### src/sv/assert_macros.svh
// Assertion macros shared by the conditioner modules.
// Each macro wraps one clocked, reset-qualified concurrent assertion.
`ifndef ASSERT_MACROS_SVH
`define ASSERT_MACROS_SVH

// Property that must hold at every clock edge outside reset.
`define CSC_ASSERT(label, clk, rst_n, prop, msg) \
	label: assert property (@(posedge clk) disable iff (!rst_n) prop) \
		else $error(msg);

// Consequent that must hold in the cycle after the antecedent.
`define CSC_ASSERT_NEXT(label, clk, rst_n, ante, cons, msg) \
	label: assert property (@(posedge clk) disable iff (!rst_n) (ante) |=> (cons)) \
		else $error(msg);

`endif

### src/sv/csc_pkg.sv
// Shared types and constants of the current sense conditioner.
// Used by the configuration, controller, datapath and top-level modules.
package csc_pkg;

	localparam int FRAC_BITS_DEF = 16;

	localparam int CODE_W = 16;
	localparam int ZERO_W = 15;
	localparam int GAIN_W = 24;
	localparam int ALPHA_W = 17;
	localparam int DB_W = 20;
	localparam int OUT_W = 21;
	localparam int ST_W = 40;
	localparam int IDX_W = 3;
	localparam int CFG_DATA_W = 24;
	localparam int ALPHA_SHIFT = 16;

	localparam logic [GAIN_W-1:0] GAIN_RESET = GAIN_W'(65536);
	localparam logic [ALPHA_W-1:0] ALPHA_ONE = ALPHA_W'(65536);

	typedef enum logic [IDX_W-1:0] {
		REG_ZERO_CODE = 3'd0,
		REG_INVERT_SIGN = 3'd1,
		REG_GAIN_Q16 = 3'd2,
		REG_ALPHA_Q16 = 3'd3,
		REG_DEADBAND_MA = 3'd4
	} cfg_reg_t;

	typedef struct packed {
		logic [ZERO_W-1:0] zero_code;
		logic invert_sign;
		logic [GAIN_W-1:0] gain_q16;
		logic [ALPHA_W-1:0] alpha_q16;
		logic [DB_W-1:0] deadband_ma;
	} cfg_t;

	typedef enum logic [2:0] {
		ST_IDLE,
		ST_MUL,
		ST_SCALE,
		ST_DIFF,
		ST_PMUL,
		ST_ACC,
		ST_UPD,
		ST_FIN
	} state_t;

	typedef struct packed {
		logic load;
		logic mul;
		logic scale;
		logic diff;
		logic pmul;
		logic acc;
		logic upd;
		logic fin;
	} cmd_t;

	typedef struct packed {
		logic primed;
	} status_t;

endpackage

### src/sv/csc_cfg.sv
// Configuration register file of the current sense conditioner.
// Depends on csc_pkg for the register index codes and the cfg_t bundle.
module csc_cfg import csc_pkg::*; (
	input  logic                  clk,
	input  logic                  arst_n,
	input  logic                  cfg_write_en,
	input  logic [IDX_W-1:0]      cfg_index,
	input  logic [CFG_DATA_W-1:0] cfg_data,
	output cfg_t                  cfg
);

	cfg_t cfg_q;

	always_ff @(posedge clk or negedge arst_n) begin
		if (!arst_n) begin
			cfg_q.zero_code <= '0;
			cfg_q.invert_sign <= 1'b0;
			cfg_q.gain_q16 <= GAIN_RESET;
			cfg_q.alpha_q16 <= ALPHA_ONE;
			cfg_q.deadband_ma <= '0;
		end else if (cfg_write_en) begin
			unique case (cfg_reg_t'(cfg_index))
				REG_ZERO_CODE: cfg_q.zero_code <= cfg_data[ZERO_W-1:0];
				REG_INVERT_SIGN: cfg_q.invert_sign <= cfg_data[0];
				REG_GAIN_Q16: cfg_q.gain_q16 <= cfg_data[GAIN_W-1:0];
				REG_ALPHA_Q16: cfg_q.alpha_q16 <= cfg_data[ALPHA_W-1:0];
				REG_DEADBAND_MA: cfg_q.deadband_ma <= cfg_data[DB_W-1:0];
				default: ;
			endcase
		end
	end

	assign cfg = cfg_q;

endmodule

### src/sv/csc_ctrl.sv
// Sequencer of the current sense conditioner: walks one item through the datapath.
// Depends on csc_pkg (state_t, cmd_t, status_t) and assert_macros.svh.
`include "assert_macros.svh"

module csc_ctrl import csc_pkg::*; (
	input  logic    clk,
	input  logic    arst_n,
	input  logic    sample_valid,
	output logic    sample_stall,
	output logic    result_valid,
	input  logic    result_stall,
	input  status_t status,
	output cmd_t    cmd
);

	state_t state_q;
	state_t state_d;
	logic result_valid_q;
	logic accept;
	logic out_free;

	assign sample_stall = (state_q != ST_IDLE);
	assign accept = sample_valid && !sample_stall;
	// The output register can take a new item once the old one is gone or leaving.
	assign out_free = !result_valid_q || !result_stall;

	always_ff @(posedge clk or negedge arst_n) begin
		if (!arst_n) begin
			state_q <= ST_IDLE;
		end else begin
			state_q <= state_d;
		end
	end

	always_comb begin
		state_d = state_q;
		cmd = '0;
		unique case (state_q)
			ST_IDLE: begin
				if (accept) begin
					cmd.load = 1'b1;
					state_d = ST_MUL;
				end
			end
			ST_MUL: begin
				cmd.mul = 1'b1;
				state_d = ST_SCALE;
			end
			ST_SCALE: begin
				cmd.scale = 1'b1;
				// The first item after reset loads the filter and skips the update.
				state_d = status.primed ? ST_DIFF : ST_FIN;
			end
			ST_DIFF: begin
				cmd.diff = 1'b1;
				state_d = ST_PMUL;
			end
			ST_PMUL: begin
				cmd.pmul = 1'b1;
				state_d = ST_ACC;
			end
			ST_ACC: begin
				cmd.acc = 1'b1;
				state_d = ST_UPD;
			end
			ST_UPD: begin
				cmd.upd = 1'b1;
				state_d = ST_FIN;
			end
			ST_FIN: begin
				if (out_free) begin
					cmd.fin = 1'b1;
					state_d = ST_IDLE;
				end
			end
			default: state_d = ST_IDLE;
		endcase
	end

	always_ff @(posedge clk or negedge arst_n) begin
		if (!arst_n) begin
			result_valid_q <= 1'b0;
		end else if (cmd.fin) begin
			result_valid_q <= 1'b1;
		end else if (!result_stall) begin
			result_valid_q <= 1'b0;
		end
	end

	assign result_valid = result_valid_q;

	`CSC_ASSERT(a_fin_needs_room, clk, arst_n, cmd.fin |-> out_free, "result overwritten")
	`CSC_ASSERT_NEXT(a_accept_starts, clk, arst_n, accept, state_q == ST_MUL, "item not started")
	`CSC_ASSERT(a_valid_from_fin, clk, arst_n, $rose(result_valid_q) |-> $past(cmd.fin), "stray result")

endmodule

### src/sv/csc_datapath.sv
// Arithmetic of the current sense conditioner: offset, gain, filter, deadband, output register.
// Depends on csc_pkg (cfg_t, cmd_t, status_t, widths) and assert_macros.svh.
`include "assert_macros.svh"

module csc_datapath import csc_pkg::*; #(
	parameter int FRAC_BITS = FRAC_BITS_DEF
) (
	input  logic                     clk,
	input  logic                     arst_n,
	input  cmd_t                     cmd,
	input  cfg_t                     cfg,
	input  logic signed [CODE_W-1:0] adc_code,
	output status_t                  status,
	output logic signed [OUT_W-1:0]  current_ma,
	output logic                     in_deadband
);

	localparam int SHL = (FRAC_BITS > 16) ? FRAC_BITS - 16 : 0;
	localparam int SHR = (FRAC_BITS < 16) ? 16 - FRAC_BITS : 0;
	localparam int PW = ST_W + SHL;
	localparam int DW = ST_W + 1;
	localparam int LO_W = 24;
	localparam int HI_W = DW - LO_W;
	localparam int PLO_W = ALPHA_W + LO_W;
	localparam int PHI_W = ALPHA_W + 1 + HI_W;
	localparam int ACC_W = PHI_W + LO_W;
	localparam int MW = (DB_W + FRAC_BITS > ST_W) ? DB_W + FRAC_BITS : ST_W;
	localparam logic signed [ST_W-1:0] ST_MAX = {1'b0, {(ST_W-1){1'b1}}};
	localparam logic signed [ST_W-1:0] ST_MIN = {1'b1, {(ST_W-1){1'b0}}};
	localparam logic signed [OUT_W-1:0] OUT_MAX = {1'b0, {(OUT_W-1){1'b1}}};
	localparam logic signed [OUT_W-1:0] OUT_MIN = {1'b1, {(OUT_W-1){1'b0}}};
	localparam logic signed [ACC_W-1:0] ACC_HALF = ACC_W'(1) << (ALPHA_SHIFT - 1);
	localparam logic signed [DW-1:0] OUT_HALF = DW'(1) << (FRAC_BITS - 1);

	logic signed [CODE_W-1:0] diff_q;
	logic signed [ST_W-1:0] prod_q;
	logic signed [ST_W-1:0] samp_q;
	logic signed [DW-1:0] delta_q;
	logic [PLO_W-1:0] pp_lo_q;
	logic signed [PHI_W-1:0] pp_hi_q;
	logic signed [ACC_W-1:0] acc_q;
	logic signed [ST_W-1:0] filt_q;
	logic primed_q;
	logic signed [OUT_W-1:0] current_q;
	logic dead_q;

	logic [ZERO_W-1:0] code_clamp;
	logic signed [CODE_W-1:0] diff_c;
	logic signed [ST_W-1:0] prod_c;
	logic signed [ST_W-1:0] signed_c;
	logic signed [PW-1:0] ext_c;
	logic signed [PW-1:0] shifted_c;
	logic [PW-ST_W:0] top_c;
	logic signed [ST_W-1:0] samp_c;
	logic [ALPHA_W-1:0] alpha_c;
	logic signed [DW-1:0] filt_new_c;
	logic [ST_W-1:0] mag_c;
	logic [MW-1:0] thr_c;
	logic dead_c;
	logic signed [DW-1:0] rnd_c;
	logic [DW-OUT_W:0] rtop_c;
	logic signed [OUT_W-1:0] current_c;

	always_comb begin
		// Negative converter codes read as zero.
		code_clamp = adc_code[CODE_W-1] ? '0 : adc_code[ZERO_W-1:0];
		diff_c = $signed({1'b0, code_clamp}) - $signed({1'b0, cfg.zero_code});

		prod_c = ST_W'(diff_q) * ST_W'($signed({1'b0, cfg.gain_q16}));

		// Apply the optional sign inversion, rescale from Q16 to the internal fraction, then saturate to the state width.
		signed_c = cfg.invert_sign ? -prod_q : prod_q;
		ext_c = PW'(signed_c);
		shifted_c = (ext_c <<< SHL) >>> SHR;
		top_c = shifted_c[PW-1:ST_W-1];
		if ((&top_c) || !(|top_c)) begin
			samp_c = shifted_c[ST_W-1:0];
		end else begin
			samp_c = shifted_c[PW-1] ? ST_MIN : ST_MAX;
		end

		alpha_c = (cfg.alpha_q16 > ALPHA_ONE) ? ALPHA_ONE : cfg.alpha_q16;

		// The weighted sum lies between the old value and the sample, so it cannot overflow.
		filt_new_c = DW'(filt_q) + DW'(acc_q >>> ALPHA_SHIFT);

		mag_c = filt_q[ST_W-1] ? ST_W'(-filt_q) : ST_W'(filt_q);
		thr_c = MW'(cfg.deadband_ma) << FRAC_BITS;
		dead_c = MW'(mag_c) < thr_c;

		rnd_c = (DW'(filt_q) + OUT_HALF) >>> FRAC_BITS;
		rtop_c = rnd_c[DW-1:OUT_W-1];
		if (dead_c) begin
			current_c = '0;
		end else if ((&rtop_c) || !(|rtop_c)) begin
			current_c = rnd_c[OUT_W-1:0];
		end else begin
			current_c = rnd_c[DW-1] ? OUT_MIN : OUT_MAX;
		end
	end

	always_ff @(posedge clk) begin
		if (cmd.load) begin
			diff_q <= diff_c;
		end
		if (cmd.mul) begin
			prod_q <= prod_c;
		end
		if (cmd.scale) begin
			samp_q <= samp_c;
		end
		if (cmd.diff) begin
			delta_q <= DW'(samp_q) - DW'(filt_q);
		end
		// The filter product is split into two narrow products over the delta's low and high parts.
		if (cmd.pmul) begin
			pp_lo_q <= PLO_W'(alpha_c) * PLO_W'(delta_q[LO_W-1:0]);
			pp_hi_q <= PHI_W'($signed({1'b0, alpha_c})) * PHI_W'($signed(delta_q[DW-1:LO_W]));
		end
		if (cmd.acc) begin
			acc_q <= (ACC_W'(pp_hi_q) <<< LO_W) + $signed(ACC_W'(pp_lo_q)) + ACC_HALF;
		end
		if (cmd.scale && !primed_q) begin
			filt_q <= samp_c;
		end else if (cmd.upd) begin
			filt_q <= filt_new_c[ST_W-1:0];
		end
		if (cmd.fin) begin
			current_q <= current_c;
			dead_q <= dead_c;
		end
	end

	always_ff @(posedge clk or negedge arst_n) begin
		if (!arst_n) begin
			primed_q <= 1'b0;
		end else if (cmd.scale) begin
			primed_q <= 1'b1;
		end
	end

	assign status.primed = primed_q;
	assign current_ma = current_q;
	assign in_deadband = dead_q;

	`CSC_ASSERT_NEXT(a_primed_sticks, clk, arst_n, primed_q, primed_q, "filter lost its primed state")
	`CSC_ASSERT(a_update_needs_prime, clk, arst_n, cmd.diff |-> primed_q, "update before first sample")

endmodule

### src/sv/current_sense_conditioner.sv
// Current sense conditioner, top level: offset, gain, exponential moving-average filter, deadband.
// The sequencer walks one item at a time through a single filter multiply pair and takes
// a new sample only while idle. Steps: load, multiply, scale, difference, filter multiply,
// accumulate, update, finish; the first item after reset skips from scale to finish.
// Reset (arst_n, asynchronous) restores the register defaults and unprimes the filter.
// Depends on csc_pkg, csc_cfg, csc_ctrl and csc_datapath.
module current_sense_conditioner import csc_pkg::*; #(
	parameter int FRAC_BITS = FRAC_BITS_DEF
) (
	input  logic                     clk,
	input  logic                     arst_n,
	input  logic                     sample_valid,
	output logic                     sample_stall,
	input  logic signed [CODE_W-1:0] adc_code,
	output logic                     result_valid,
	input  logic                     result_stall,
	output logic signed [OUT_W-1:0]  current_ma,
	output logic                     in_deadband,
	input  logic                     cfg_write_en,
	input  logic [IDX_W-1:0]         cfg_index,
	input  logic [CFG_DATA_W-1:0]    cfg_data
);

	cfg_t cfg;
	cmd_t cmd;
	status_t status;

	csc_cfg u_cfg (
		.clk          (clk),
		.arst_n       (arst_n),
		.cfg_write_en (cfg_write_en),
		.cfg_index    (cfg_index),
		.cfg_data     (cfg_data),
		.cfg          (cfg)
	);

	csc_ctrl u_ctrl (
		.clk          (clk),
		.arst_n       (arst_n),
		.sample_valid (sample_valid),
		.sample_stall (sample_stall),
		.result_valid (result_valid),
		.result_stall (result_stall),
		.status       (status),
		.cmd          (cmd)
	);

	csc_datapath #(
		.FRAC_BITS (FRAC_BITS)
	) u_datapath (
		.clk         (clk),
		.arst_n      (arst_n),
		.cmd         (cmd),
		.cfg         (cfg),
		.adc_code    (adc_code),
		.status      (status),
		.current_ma  (current_ma),
		.in_deadband (in_deadband)
	);

endmodule
### config.mk
export PLATFORM = sky130hd
export DESIGN_NAME = current_sense_conditioner
export DESIGN_NICKNAME = d
export VERILOG_FILES = /design/src/sv/csc_pkg.sv /design/src/sv/csc_cfg.sv /design/src/sv/csc_ctrl.sv /design/src/sv/csc_datapath.sv /design/src/sv/current_sense_conditioner.sv
export VERILOG_INCLUDE_DIRS = /design/src /design/src/sv
export SDC_FILE = /design/constraint.sdc
export NUM_CORES = 2
export LEC_CHECK = 0
export ABC_AREA = 1
export BUFFER_PORTS_ARGS = -buffer_cell sky130_fd_sc_hd__buf_2
export CAP_MARGIN = 20
export CELL_PAD_IN_SITES_DETAIL_PLACEMENT = 1
export CELL_PAD_IN_SITES_GLOBAL_PLACEMENT = 1
export CORE_UTILIZATION = 55
export CTS_BUF_LIST = sky130_fd_sc_hd__clkbuf_4 sky130_fd_sc_hd__clkbuf_8
export CTS_CLUSTER_SIZE = 8
export DETAILED_ROUTE_END_ITERATION = 6
export GPL_ROUTABILITY_DRIVEN = 0
export PLACE_DENSITY = 0.85
export SYNTH_ARGS = -nofsm -noshare
export SYNTH_HDL_FRONTEND = slang
export SYNTH_SLANG_ARGS = --single-unit
### constraint.sdc
create_clock -name clk -period 10.65 [get_ports clk]
set_input_delay 1.065 -clock clk [delete_from_list [all_inputs] [get_ports clk]]
set_output_delay 1.065 -clock clk [all_outputs]
set_load 0.01 [all_outputs]
==> results.sh <==
export IMPL_result_of_the_run="complete, but fails checks"
export IMPL_violations="DRC"
export IMPL_tritoncts_num_buffers=69
export IMPL_final_area_um2=61910
export IMPL_die_x_um=328.3
export IMPL_drcViolationCount=14
export IMPL_vias_per_cell=5.863
export IMPL_vias_in_the_first_global_route=55990
export IMPL_post_route_cells_drive_above_1_share_pct=5.191
export IMPL_slew_violations=0
export IMPL_ys_warn_count=0
export IMPL_fin_tns_setup_ns=0
export IMPL_timing_setup_critical_path_class="reg -> reg"
export IMPL_pin_count=72
export IMPL_grt_overflow_total=0
export IMPL_post_route_period_util_pct=78.08
export IMPL_nets_in_the_synthesized_netlist=8630
export IMPL_final_core_util_pct=58.73
export IMPL_post_cts_setup_buffers=0
export IMPL_grt_antenna_before_repair=10
export IMPL_core_um2=105400
export IMPL_cts_sink_count=379
export IMPL_timing_max_slew_rel_slack_pct=16.91
export IMPL_synth_top_cell_area_share_pct=29.40
export IMPL_synth_top_cells_by_area="sky130_fd_sc_hd__fa_1, sky130_fd_sc_hd__edfxtp_1, sky130_fd_sc_hd__ha_1"
export IMPL_synth_enable_flop_cells=297
export IMPL_route_vias_total=50630
export IMPL_worst_path_max_fanout=17
export IMPL_worst_hold_class="in -> async"
export IMPL_setup_repair_after_global_routing_missed_its_margin="no"
export IMPL_timing_hold_violations_final=0
export IMPL_ys_ff_latch=379
export IMPL_path_clk_slew_ns=0.07
export IMPL_row_count=119
export IMPL_r2r_start="u_cfg.cfg[32]"
export IMPL_start_util_pct=55.56
export IMPL_dpl_cell_area_um2=60150
export IMPL_critical_path_endpoint_category="flop"
export IMPL_io_buffer_count=71
export IMPL_drt_antenna_violating_nets=0
export IMPL_global_route_usage_total_pct=39.67
export IMPL_detailedRoute_firstPassIterationCount=7
export IMPL_global_route_wire_length_before_repair_mm=322.8
export IMPL_hpwlAfterDp_mm=170.1
export IMPL_final_period_minus_worst_setup_slack_ns=8.315
export IMPL_crit_required_ns=11.09
export IMPL_seq_area_frac_synth_pct=18.74
export IMPL_floorplan_die_height_um=328.3
export IMPL_synthesis_area_per_instance_um2=8.103
export IMPL_maximum_number_of_pins_on_one_net_before_global_route_repair=76
export IMPL_postSynth_topFlopCell="sky130_fd_sc_hd__edfxtp_1"
export IMPL_nNetsFinal=8593
export IMPL_root_buf_cell="sky130_fd_sc_hd__clkbuf_8"
export IMPL_netlist_instances=7228
export IMPL_drv_cap=0
export IMPL_dr_first_iter_drc_count=4497
export IMPL_maximum_operating_frequency_mhz=120.3
export IMPL_synth_area_um2=58570
export IMPL_ys_async_sr_fraction_pct=21.64
export IMPL_cts_tree="built"
export IMPL_routed_wl_mm=212.6
export IMPL_cts_buffer_depth=3
export IMPL_post_drt_wl_per_cell_um=24.62
export IMPL_die_area_um2=107800
export IMPL_setup_viol=0
export IMPL_start_kind="flop"
export IMPL_worst_pin_slew_ns=1.246
export IMPL_cts_htree_levels=3
export IMPL_yosys_area_top_type="sky130_fd_sc_hd__fa_1"
export IMPL_skew_ns=0.06660
export IMPL_synthToLayoutAreaGrowth_pct=5.706
export IMPL_critical_path_startpoint="u_cfg.cfg[32]"
export IMPL_clk_latency_ns=0.74
export IMPL_cts_hold_fix_buffers=0
export IMPL_distinct_cells_synth=63
export IMPL_post_cts_resize_count=0
export IMPL_arrival_worst_endpoint_ns=8.76
-- critical path, cell delays in order (launching register included) --
cell	delay, ns
sky130_fd_sc_hd__dfrtp_1	0.40
sky130_fd_sc_hd__nor4_1	0.38
sky130_fd_sc_hd__nand4_1	0.16
sky130_fd_sc_hd__nand2_1	0.42
sky130_fd_sc_hd__nand2_1	0.59
sky130_fd_sc_hd__clkinv_1	0.48
sky130_fd_sc_hd__buf_4	0.35
sky130_fd_sc_hd__nand2_1	0.14
sky130_fd_sc_hd__fa_1	0.56
sky130_fd_sc_hd__inv_1	0.07
sky130_fd_sc_hd__fa_1	0.54
sky130_fd_sc_hd__inv_1	0.06
sky130_fd_sc_hd__fa_1	0.50
sky130_fd_sc_hd__inv_1	0.06
sky130_fd_sc_hd__fa_1	0.50
sky130_fd_sc_hd__fa_1	0.49
sky130_fd_sc_hd__inv_1	0.05
sky130_fd_sc_hd__fa_1	0.50
sky130_fd_sc_hd__inv_1	0.05
sky130_fd_sc_hd__ha_1	0.38
sky130_fd_sc_hd__a21oi_1	0.22
sky130_fd_sc_hd__inv_1	0.06
sky130_fd_sc_hd__a31oi_1	0.30
sky130_fd_sc_hd__o21ai_0	0.21
sky130_fd_sc_hd__a31oi_1	0.25
sky130_fd_sc_hd__nand3_1	0.15
sky130_fd_sc_hd__xor2_1	0.16
-- placed cells by master (no fill, tap or decap), drive strengths merged, types with 159 or more instances in the layout --
master	Yosys	layout
edfxtp	297	297
a21oi	296	296
nand2	1583	1583
ha	494	494
xor2	196	196
fa	860	860
inv	1646	1647
nand3	159	159
o21ai	278	278
nor2	654	654
-- per-layer routing --
metal / GRT usage [%] / wire [um] / up-vias / share of wire (%)
li1: - / - / 21910 / -
met1: 49.25 / 80360 / 25460 / 38
met2: 64.25 / 99480 / 2499 / 47
met3: 8.641 / 19570 / 753 / 9.2
met4: 22.26 / 13070 / 12 / 6.2
met5: 0 / 87 / - / 0.041
-- cell type report --
type | count | area [um^2]
repair buffers | 126 | 1026
multi-input cells | 4955 | 40460
clock buffers | 98 | 1192
well taps | 1391 | 1740
diodes | 1 | 2.502
fillers | 12900 | 43510
clock inverters | 25 | 289.0
flip-flops and latches | 379 | 10970
inverters | 1660 | 6232
-- metrics by stage --
| stage | worst slack [ns] | hold WS [ns] | instances |
|---|---|---|---|
| after global placement | 2.635 | 0.4464 | 8497 |
| after detailed placement | 2.492 | 0.4787 | 8500 |
| after global routing | 1.885 | 0.1533 | 8635 |
| final | 2.335 | 0.1717 | 8635 |
| after CTS | 2.410 | 0.1479 | 8623 |
| after floorplan | 4.088 | 0.4264 | 7228 |
-- registers in the layout, summed over array words and instances (netlist names) --
| signal | flops |
|---|---|
| u_datapath.pp_lo_q | 26 |
| u_ctrl.result_valid | 1 |
| u_datapath.diff_q | 16 |
| u_ctrl.state_q | 3 |
| u_datapath.prod_q | 40 |
| u_cfg.cfg | 77 |
| u_datapath.samp_q | 40 |
| u_datapath.filt_q | 40 |
| u_datapath.acc_q | 40 |
| u_datapath.current_ma | 21 |
| u_datapath.delta_q | 41 |
| u_datapath.in_deadband | 1 |
| u_datapath.status | 1 |
| u_datapath.pp_hi_q | 32 |
-- cell families after synthesis --
family	after synthesis	synth area share (%)
flops	379	18.74
simple gates	2587	17.92
xor+xnor	268	4.008
fa+ha+maj	1354	39.95
mux	4	0.07690
buf+inv	1894	12.27
compound gates	742	7.043
-- path summary, 6_finish.rpt --
check / cells after the start / slack, ns / end
worst max-delay path: 26 / 2.33 / u_datapath.pp_lo_q[37]
worst min-delay path: 1 / 0.17 / u_cfg.cfg[55]
worst max register to register: 26 / 2.33 / u_datapath.pp_lo_q[37]
worst min register to register: 2 / 0.49 / u_cfg.cfg[73]
max in group asynchronous: 3 / 9.44 / u_cfg.cfg[36]
min in group clk: 2 / 0.49 / u_cfg.cfg[73]
-- synth_stat cells, types with 10 or more instances --
cell                       number
sky130_fd_sc_hd__a21boi_0      10
sky130_fd_sc_hd__a21o_1        33
sky130_fd_sc_hd__a21oi_1      295
sky130_fd_sc_hd__a31oi_1       59
sky130_fd_sc_hd__buf_2         19
sky130_fd_sc_hd__clkbuf_1     196
sky130_fd_sc_hd__clkinv_1      13
sky130_fd_sc_hd__dfrtp_1       80
sky130_fd_sc_hd__edfxtp_1     297
sky130_fd_sc_hd__fa_1         860
sky130_fd_sc_hd__ha_1         494
sky130_fd_sc_hd__inv_1       1627
sky130_fd_sc_hd__inv_2         19
sky130_fd_sc_hd__nand2_1     1580
sky130_fd_sc_hd__nand3_1      156
sky130_fd_sc_hd__nand4_1       43
sky130_fd_sc_hd__nor2_1       617
sky130_fd_sc_hd__nor2_2        32
sky130_fd_sc_hd__nor3_1        54
sky130_fd_sc_hd__nor4_1        27
sky130_fd_sc_hd__o21a_1        11
sky130_fd_sc_hd__o21ai_0      255
sky130_fd_sc_hd__o21ai_1       18
sky130_fd_sc_hd__o21bai_1      13
sky130_fd_sc_hd__or2_2         42
sky130_fd_sc_hd__xnor2_1       72
sky130_fd_sc_hd__xor2_1       196
Power is not shown: default switching activity piles up to over one toggle a cycle in this logic, so the estimate is an artifact.
